<file path="src/ksc_pkg.sv">
// ----------------------------------------------------------------------------
// ksc_pkg
// shared types, codes and the segment decoder for the knob steered counter
// ----------------------------------------------------------------------------
package ksc_pkg;

  localparam int unsigned BCD_CELLS  = 4;
  localparam int unsigned COUNT_W    = 14;
  localparam int unsigned SEG_W      = 7;
  localparam int unsigned SEL_W      = 4;
  localparam int unsigned ADC_W      = 10;
  localparam int unsigned THR_W      = 8;

  localparam logic [COUNT_W-1:0] COUNT_MAX       = 14'd9999;
  localparam logic [COUNT_W-1:0] COUNT_RESET     = 14'd255;
  // same reset count, one decimal digit per nibble, ones digit lowest
  localparam logic [4*BCD_CELLS-1:0] COUNT_RESET_BCD = 16'h0255;

  localparam logic [THR_W-1:0] LOW_RESET  = 8'd85;
  localparam logic [THR_W-1:0] HIGH_RESET = 8'd170;

  // configuration register indexes
  localparam logic REG_LOW  = 1'b0;
  localparam logic REG_HIGH = 1'b1;

  // item kinds
  localparam logic ACT_SCAN  = 1'b0;
  localparam logic ACT_COUNT = 1'b1;

  // count direction codes
  localparam logic [1:0] DIR_HOLD = 2'd0;
  localparam logic [1:0] DIR_UP   = 2'd1;
  localparam logic [1:0] DIR_DOWN = 2'd2;

  typedef logic [3:0] bcd_t;

  // step request passed along the digit chain
  typedef struct packed {
    logic up;
    logic down;
  } step_t;

  function automatic logic [SEG_W-1:0] seg_encode(input bcd_t d);
    logic [SEG_W-1:0] s;
    case (d)
      4'd0:    s = 7'h3F;
      4'd1:    s = 7'h06;
      4'd2:    s = 7'h5B;
      4'd3:    s = 7'h4F;
      4'd4:    s = 7'h66;
      4'd5:    s = 7'h6D;
      4'd6:    s = 7'h7D;
      4'd7:    s = 7'h07;
      4'd8:    s = 7'h7F;
      4'd9:    s = 7'h6F;
      default: s = 7'h00;
    endcase
    return s;
  endfunction

endpackage

</file>
<file path="src/ksc_bcd_cell.sv">
// ----------------------------------------------------------------------------
// ksc_bcd_cell
// one decimal digit of the count, passes carry or borrow to the next digit
// ----------------------------------------------------------------------------
module ksc_bcd_cell import ksc_pkg::*; #(
  parameter logic [3:0] RESET_DIGIT = 4'd0
) (
  input  logic  clk,
  input  logic  rst_n,
  input  step_t step_in,
  output step_t step_out,
  output bcd_t  digit
);

  bcd_t digit_r, digit_nxt;

  always_comb begin
    digit_nxt = digit_r;
    if (step_in.up) begin
      digit_nxt = (digit_r == 4'd9) ? 4'd0 : digit_r + 4'd1;
    end else if (step_in.down) begin
      digit_nxt = (digit_r == 4'd0) ? 4'd9 : digit_r - 4'd1;
    end
  end

  assign step_out.up   = step_in.up   && (digit_r == 4'd9);
  assign step_out.down = step_in.down && (digit_r == 4'd0);
  assign digit         = digit_r;

  always_ff @(posedge clk) begin
    if (!rst_n) begin
      digit_r <= RESET_DIGIT;
    end else begin
      digit_r <= digit_nxt;
    end
  end

endmodule

</file>
<file path="src/knob_steered_counter_with_led_scan_top.sv">
// ----------------------------------------------------------------------------
// knob_steered_counter_with_led_scan_top
// decimal up/down counter with multiplexed seven-segment scan and knob steering
// ----------------------------------------------------------------------------
// usage:
//   input channel (in_valid/in_ready) carries one word per event: a scan
//   tick (in_action = 0) with a 10-bit knob level, or a count edge
//   (in_action = 1). every accepted word gives exactly one result word on
//   the output channel (out_valid/out_ready): latched segment pattern, one-hot
//   digit enable and the count after the event.
//   out_valid rises in the cycle after acceptance. one word per cycle is
//   sustained; the output register decouples the two sides, so in_ready only
//   drops while a result sits unread and out_ready is low.
//   the count lives in a chain of four decimal digit cells; a count edge
//   ripples its carry or borrow through the chain in the same cycle, and a
//   binary copy of the count is kept for saturation and the count output.
//   cfg_we writes low_threshold (index 0) or high_threshold (index 1) at once.
//   reset (rst_n low, synchronous) empties the output register, sets the count
//   to 255, direction to hold, the scan before the first digit, latches to 0
//   and thresholds to 85 and 170.
// ----------------------------------------------------------------------------
module knob_steered_counter_with_led_scan_top import ksc_pkg::*; #(
  parameter int unsigned DIGITS = 4
) (
  input  logic               clk,
  input  logic               rst_n,
  input  logic               in_valid,
  output logic               in_ready,
  input  logic               in_action,
  input  logic [ADC_W-1:0]   in_adc_sample,
  output logic               out_valid,
  input  logic               out_ready,
  output logic [SEG_W-1:0]   out_segments,
  output logic [SEL_W-1:0]   out_digit_select,
  output logic [COUNT_W-1:0] out_count_value,
  input  logic               cfg_we,
  input  logic               cfg_index,
  input  logic [THR_W-1:0]   cfg_data
);

  localparam int unsigned POS_W = (DIGITS > 1) ? $clog2(DIGITS) : 1;

  logic               accept;
  logic               is_scan;
  logic               is_count;

  logic [THR_W-1:0]   low_r, high_r;
  logic [1:0]         dir_r, dir_nxt;
  logic [POS_W-1:0]   pos_r, pos_nxt;
  logic [POS_W:0]     place;
  logic [3:0]         pos_ext;
  logic [SEG_W-1:0]   seg_r, seg_nxt;
  logic [SEL_W-1:0]   sel_r, sel_nxt;
  logic [COUNT_W-1:0] count_r, count_nxt;
  logic               out_valid_r;
  logic [THR_W-1:0]   level;
  bcd_t               cur_digit;

  step_t              chain [0:BCD_CELLS];
  bcd_t               digits [0:BCD_CELLS-1];

  assign in_ready = !out_valid_r || out_ready;
  assign accept   = in_valid && in_ready;
  assign is_scan  = accept && (in_action == ACT_SCAN);
  assign is_count = accept && (in_action == ACT_COUNT);

  // step request entering the ones digit, saturated at both ends
  assign chain[0].up   = is_count && (dir_r == DIR_UP)   && (count_r != COUNT_MAX);
  assign chain[0].down = is_count && (dir_r == DIR_DOWN) && (count_r != '0);

  for (genvar i = 0; i < BCD_CELLS; i++) begin : g_cell
    ksc_bcd_cell #(
      .RESET_DIGIT (COUNT_RESET_BCD[4*i +: 4])
    ) u_cell (
      .clk      (clk),
      .rst_n    (rst_n),
      .step_in  (chain[i]),
      .step_out (chain[i+1]),
      .digit    (digits[i])
    );
  end

  always_comb begin
    count_nxt = count_r;
    if (chain[0].up) begin
      count_nxt = count_r + COUNT_W'(1);
    end else if (chain[0].down) begin
      count_nxt = count_r - COUNT_W'(1);
    end
  end

  // scan: pick the digit at the current position, beyond the chain it is zero
  assign place   = {1'b0, pos_r} + (POS_W+1)'(1);
  assign pos_ext = 4'(pos_r);

  always_comb begin
    cur_digit = '0;
    sel_nxt   = sel_r;
    seg_nxt   = seg_r;
    pos_nxt   = pos_r;
    if (is_scan) begin
      sel_nxt = '0;
      for (int i = 0; i < BCD_CELLS; i++) begin
        if (pos_ext == 4'(i)) begin
          cur_digit           = digits[i];
          sel_nxt[SEL_W-1-i]  = 1'b1;
        end
      end
      seg_nxt = seg_encode(cur_digit);
      pos_nxt = (place >= (POS_W+1)'(DIGITS)) ? '0 : place[POS_W-1:0];
    end
  end

  assign level = in_adc_sample[ADC_W-1:2];

  always_comb begin
    dir_nxt = dir_r;
    if (is_scan) begin
      if (level < low_r) begin
        dir_nxt = DIR_DOWN;
      end else if (level <= high_r) begin
        dir_nxt = DIR_HOLD;
      end else begin
        dir_nxt = DIR_UP;
      end
    end
  end

  always_ff @(posedge clk) begin
    if (!rst_n) begin
      low_r       <= LOW_RESET;
      high_r      <= HIGH_RESET;
      dir_r       <= DIR_HOLD;
      pos_r       <= '0;
      seg_r       <= '0;
      sel_r       <= '0;
      count_r     <= COUNT_RESET;
      out_valid_r <= 1'b0;
    end else begin
      if (cfg_we) begin
        case (cfg_index)
          REG_LOW:  low_r  <= cfg_data;
          REG_HIGH: high_r <= cfg_data;
          default:  ;
        endcase
      end
      dir_r   <= dir_nxt;
      pos_r   <= pos_nxt;
      seg_r   <= seg_nxt;
      sel_r   <= sel_nxt;
      count_r <= count_nxt;
      if (accept) begin
        out_valid_r <= 1'b1;
      end else if (out_ready) begin
        out_valid_r <= 1'b0;
      end
    end
  end

  assign out_valid        = out_valid_r;
  assign out_segments     = seg_r;
  assign out_digit_select = sel_r;
  assign out_count_value  = count_r;

endmodule

</file>
<file path="config.mk">
export PLATFORM = sky130hd
export DESIGN_NAME = knob_steered_counter_with_led_scan_top
export DESIGN_NICKNAME = d
export VERILOG_FILES = /design/src/ksc_pkg.sv /design/src/ksc_bcd_cell.sv /design/src/knob_steered_counter_with_led_scan_top.sv
export SDC_FILE = /design/constraint.sdc
export NUM_CORES = 1
export LEC_CHECK = 0
export ABC_AREA = 1
export BUFFER_PORTS_ARGS = -buffer_cell sky130_fd_sc_hd__buf_4
export CAP_MARGIN = 5
export CORE_ASPECT_RATIO = 1.2
export CORE_UTILIZATION = 35
export DETAILED_ROUTE_END_ITERATION = 8
export GPL_TIMING_DRIVEN = 0
export HOLD_SLACK_MARGIN = 0.05
export PLACE_DENSITY = 0.63
export SYNTH_ARGS = -nofsm -noshare
export SYNTH_HDL_FRONTEND = slang
export SYNTH_SLANG_ARGS = --single-unit
</file>
<file path="constraint.sdc">
create_clock -name clk -period 3.25 [get_ports clk]
set_input_delay 0.1625 -clock clk [delete_from_list [all_inputs] [get_ports clk]]
set_output_delay 0.1625 -clock clk [all_outputs]
set_load 0.02 [all_outputs]
</file>
# --- Yosys cells after proc, flatten, opt, wreduce, memory -nomap -nowiden ---
# Memories as Yosys holds them, arrays and structs flattened. A register that Yosys moved wholly into a read port is not among the register bits.
# Cells that the tools add are included.
# Widths: inputs -> output; s select.
classes:
  addsub: 11
  mul: 0
  div_mod_pow: 0
  order_cmp: 3
  n_eq_ne: 10
  n_shift: 0
  mux: 32
  bitwise: 2
  n_reduce_logical: 29
ops:
  columns: ["operator", "n"]
  rows:
  - ["$mux 4", 21]
  - ["$mux 14", 2]
  - ["$logic_not 4->1", 5]
  - ["$add 4x1->4 const B", 4]
  - ["$eq 4x4->1 const B", 4]
  - ["$sub 4x1->4 const B", 4]
  - ["$add 14x1->14 const B", 1]
  - ["$ne 14x14->1 const B", 1]
  - ["$reduce_bool 14->1", 1]
  - ["$sub 14x1->14 const B", 1]
  - ["$logic_and 1x1->1", 13]
  - ["$reduce_bool 2->1", 5]
  - ["$le 8x8->1", 1]
  - ["$lt 8x8->1", 1]
  - ["$mux 1", 7]
  - ["$eq 2x2->1 const B", 3]
  - ["$eq 2x1->1 const B", 2]
  - ["$mux 2", 2]
  - ["$reduce_and 2->1", 2]
  - ["$add 2x1->3 const B", 1]
  - ["$ge 3x3->1 const B", 1]
  - ["$logic_not 1->1", 2]
  - ["$not 1->1", 2]
  - ["$logic_or 1x1->1", 1]
totals:
  register_bits: 55
  latchBits: 0
  ram_bits: 0
  rom_bits: 112
  in_bits: 25
  output_inout_bits: 27
  word_cells: 99
  mem_count: 1
memory_table:
  columns: ["name", "words", "width", "read_ports", "rd_clocked_by_memory_dff", "wr", "line", "text"]
  rows:
  - ["(no name shown)", 16, 7, 1, 1, 0, "ksc_pkg.sv:45", "case (d)"]

# --- Longest topological paths before layout ---
logic_depth:
  depth_word: 11
  ltp_mapped: 17
  depth_no_buf: 17

# --- By module ---
# From an unflattened synthesis, not the netlist that was laid out.
unflattened:
  cells_unflattened: 701
  area_unflattened_um2: 4543.1
by_module_without_submodules:
  columns: ["module", "instances", "cells_each", "area_each_um2", "seq_area_each_um2"]
  rows:
  - ["knob_steered_counter_with_led_scan_top", 1, 480, 3273.1, 920.9]
  - ["ksc_bcd_cell at g_cell[0].u_cell ...", 2, 55, 324.1, 80.1]
  - ["ksc_bcd_cell at g_cell[3].u_cell", 1, 56, 314.1, 80.1]
  - ["ksc_bcd_cell at g_cell[2].u_cell", 1, 55, 307.8, 80.1]

# --- Worst setup path before layout ---
# No wires, ideal clock.
synth_timing:
  path_type: "register to register"
  start: "reg count_r[1], in the netlist out_count_value[1]"
  end: "reg count_r[10], in the netlist out_count_value[10]"
  setup_ns: 0.070
  arrival_time_ns: 2.260
  t_required_ns: 3.180
  setup_slack_ns: 0.920
  path_stages_with_launch: 17
  n_path_buf: 0
  period_less_slack_ns: 2.330
  path_cell_list: "dfxtp_1 nand2_1 inv_1 nand2_1 nor2_1 nand2_1 nand2_4 inv_1 fa_1 inv_1 nand3_1 nand2_1 nand3_1 nand2_1 a21oi_1 xor2_1 a21oi_1"
synth_between:
  elab_chain_len: 3
  elab_cells_between_ends: 9
  classes_between: "add/sub (2); eq/ne (1); mux (2); reduce/logical (4)"
synth_lines:
  columns: ["element", "line", "text"]
  rows:
  - ["from (decl)", "knob_steered_counter_with_led_scan_top.sv:54", "logic [COUNT_W-1:0] count_r, count_nxt;"]
  - ["from (signal assigned)", "knob_steered_counter_with_led_scan_top.sv:151", "count_r <= count_nxt;"]
  - ["$sub 14x1->14 (tied with other cells)", "knob_steered_counter_with_led_scan_top.sv:88", "count_nxt = count_r - COUNT_W'(1);"]
  - ["$mux 14 (tied with other cells)", "knob_steered_counter_with_led_scan_top.sv:87", "end else if (chain[0].down) begin"]
  - ["$mux 14 or $reduce_bool 2->1 (tied branches)", null, null]
# Parallel ways exist; a longest one is shown, timed or not. The select of a mux whose other input is x is not followed.
# A chain may end at the register's enable or synchronous reset.

# --- Worst setup path after layout ---
# Same ends and word-level chain as after synthesis.

==> summary.txt <==
Worst setup path
  • Worst R2R End: out_count_value[10]
  • Worst Reg-to-Reg Cells: 16
  • R2r setup slk: 0.59 ns
  • Crit. End Element: flip-flop
  • Critical Path Start: out_count_value[1]
  • Crit-path max FO: 17
  • Req. time, crit path: ~3.5 ns
  • Worst EP arrival: between 2 and 3 ns
  • Element type at the critical path start: flip-flop
  • Worst setup path class: reg -> reg
  • Reg-to-reg startpoint: out_count_value[1]

Layout
  • Commonest non-fill, non-tap cell in the layout: nand2_1
  • Register area: 1240 µm²
  • Layout area overhead: 21.0%
  • Post-Route Utilization: 0.436
  • Most frequent cells in the layout: 128 x nand2_1, 77 x inv_1, 62 x dfxtp_1
  • # nets final: ~730
  • Layout cells sized above 1: 0.132
  • N_diodes: 0
  • Multi-input logic area: between 2000 and 3000 µm²
  • Filler cells: roughly 1200
  • Finished Cell Area: roughly 5000 µm²

Timing
  • RSZ-0062 raised after global routing: false
  • Max Slew Vio Count: 0
  • Least-Margin Pin Slew: ~0.64 ns
  • Peak Freq: about 380 MHz
  • Setup tns final: 0 ns
  • Slew headroom: 0.571
  • Min Tclk post-route: roughly 2.7 ns
  • Final worst path period share: 0.819
  • Clock Skew: 0.00522 ns
  • Final Setup Violations: 0
  • Final hold violations: 0

Pwr
  • VDD IR max: about 230 µV
  • Total power: around 0.0022 W
  • Pwr dens: roughly 440 nW/µm²
  • P_leak: between 2 and 2.5 nW

Floorplanning
  • Initial Util: 0.360
  • Die width: 102 µm
  • Die Y: ~120 µm
  • Top Ports: 52
  • DIE AREA: 12400 µm²
  • Row cnt: between 40 and 50
  • Core area: about 12000 µm²

Logic synthesis
  • Mapped Cells: between 600 and 700
  • Mapped Area: 4170 µm²
  • Mean Syn Cell Area: between 6 and 7 µm²
  • Seq/Total Area, Yosys: 0.298
  • FF+latch count, synth: 62
  • Unique masters post-synth: 43
  • Synth Net Count: 670
  • Ys Warns: 0

Flow run
  • MaxCap Viol Count: 0

Min path
  • Hold Path Class: in -> reg
  • Hold path endpoint: low_r[4]
  • Hold depth: 3
  • Hold path start: cfg_data[4]

Clocking
  • Total CTS buffers: 9
  • Clock Tree Buf Depth: 2
  • Post-cts sizing count: 0
  • TritonCTS clock tree: done
  • H-tree levels: 3
  • Clk root buf: clkbuf_16
  • Clock latency on the worst-skew pair: roughly 0.33 ns
  • Clock Sinks: slightly above 60
  • Clk pin slew, worst setup/hold paths: about 0.05 ns

Placed design
  • IO Port Bufs: slightly below 50
  • DP Area: between 4000 and 5000 µm²
  • GP Congestion: 0.901
  • DP HPWL: slightly above 8 mm

Global route
  • Pin count of the biggest net entering global routing: 18
  • First-pass GRT wire length: 18.2 mm
  • Total gr overflow: 0
  • Number of global-route vias before repair: ~4000
  • Tot GR Track Use: 0.188
  • Initial antenna violation count: 0

Route
  • DR WL met2: 5.31 mm
  • Wire length on met3: between 300 and 400 µm
  • Pre-antenna DRT Iters: 5
  • DR iter-0 viols: around 230
  • Post-DR wirelength/cell: 13.0 µm
  • Via Count: about 4200
  • Top sig layer: met4
  • ANT nets after route: 0
  • Via density: around 5
  • WL met1: 4.95 mm
  • Final WL: 10.8 mm
  • DRC: 0

Status
  • Run status: completed
==> worst max-delay path by stage <==
stage | slack, ns | to | depth (start not counted)
2_1_floorplan | 0.92 | out_count_value[10] | 16
3_3_place_gp | 0.59 | out_count_value[10] | 16
3_5_place_dp | 0.59 | out_count_value[10] | 16
4_1_cts | 0.58 | out_count_value[10] | 16
5_1_grt | 0.35 | out_count_value[10] | 16
6_report | 0.59 | out_count_value[10] | 16
==> critical path, stage by stage (launching register included) <==
cell and delay, ns:
dfxtp_1 0.44, nand2_1 0.08, inv_1 0.05, nand2_1 0.04, nor2_1 0.08, nand2_1 0.18, nand2_4 0.26, inv_1 0.15
fa_1 0.38, inv_1 0.09, nand3_1 0.07, nand2_1 0.17, nand3_1 0.09, nand2_1 0.11, a21oi_1 0.10, xor2_1 0.17
a21oi_1 0.08
==> sequential cells by signal (all words and copies together), names as in the netlist <==
signal,cells
pos_r,2
g_cell.u_cell.digit,16
dir_r,2
out_count_value,14
out_valid,1
low_r,8
high_r,8
out_digit_select,4
out_segments,7
==> Yosys cell counts <==
library cell | number | area (µm²)
xor2_1 | 11 | 96.3
a21o_1 | 1 | 7.51
o311ai_0 | 1 | 8.76
o21a_1 | 1 | 7.51
nand3b_1 | 2 | 15.0
a31oi_1 | 5 | 31.3
nand2_2 | 4 | 25.0
or2_2 | 2 | 12.5
fa_1 | 1 | 20.0
nor4_1 | 2 | 12.5
buf_2 | 3 | 15.0
o21ai_0 | 47 | 235
nand3_4 | 2 | 35.0
clkbuf_2 | 1 | 5.00
clkbuf_1 | 5 | 18.8
nand3_1 | 42 | 210
nor2_2 | 3 | 18.8
buf_6 | 1 | 11.3
nor2_1 | 55 | 206
clkinv_1 | 1 | 3.75
a21oi_1 | 61 | 305
dfxtp_1 | 62 | 1240
o22ai_1 | 2 | 12.5
nand2_1 | 128 | 480
o211ai_1 | 17 | 128
nor3_1 | 4 | 20.0
xnor2_1 | 1 | 8.76
inv_2 | 2 | 7.51
nand4_1 | 6 | 37.5
o21ai_1 | 2 | 10.0
nand2_4 | 2 | 22.5
o2111ai_1 | 1 | 8.76
nor2_8 | 1 | 20.0
inv_1 | 77 | 289
nand3_2 | 1 | 10.0
ha_1 | 37 | 463
o21bai_1 | 3 | 22.5
nor2_4 | 2 | 22.5
buf_4 | 1 | 7.51
or2_4 | 1 | 8.76
a211oi_1 | 1 | 7.51
o221ai_1 | 2 | 17.5
a22oi_1 | 3 | 22.5
==> layout make-up <==
class,count,area share
Clock buffer,13,0.0516
Sequential cell,62,0.246
Multi-Input combinational cell,454,0.509
Tap cell,157,0.0389
Clock inverter,3,0.00843
Timing Repair Buffer,50,0.0749
Buffer,11,0.0114
Inverter,80,0.0595
==> power breakdown <==
group / leakage (nW) / switching, W / total, W / internal (W)
logic: 1.77 / 0.000253 / 0.000416 / 0.000163
clock network: 0.146 / 0.000342 / 0.000976 / 0.000634
registers: 0.507 / 0.0000266 / 0.000826 / 0.000800
total: 2.43 / 0.000621 / 0.00222 / 0.00160
==> cells by family after synthesis <==
logic type                 after synthesis  share of synthesized area
and+or+nand+nor                        257                      0.278
xor gates and xnor gates                12                     0.0252
AOI/OAI and AO/OA                      147                      0.198
DFF                                     62                      0.298
buffers and inverters                   91                     0.0858
adders and majority gates               38                      0.116
==> layer usage <==
metal  track usage  vias up
met5             0        -
met4        0.0851        0
met3        0.0235       16
met2         0.328       84
met1         0.227     1949
li1              -     2150
==> timing repair <==
action / in CTS / in global routing
setup endpoints to repair: 0 / 0
hold buffers: 1 / 0
endpoints found under the hold margin: 1 / 0
setup buffers: 0 / 0
==> per-stage QoR <==
step                      hold WS [ns]  cells  setup slack [ns]
after floorplan                  0.293    607             0.920
final                           0.0575    830             0.588
after detailed placement         0.392    813             0.587
after CTS                       0.0506    830             0.575
after global routing            0.0547    830             0.348
after global placement           0.390    813             0.592
Power figures use the tool's default switching activity.
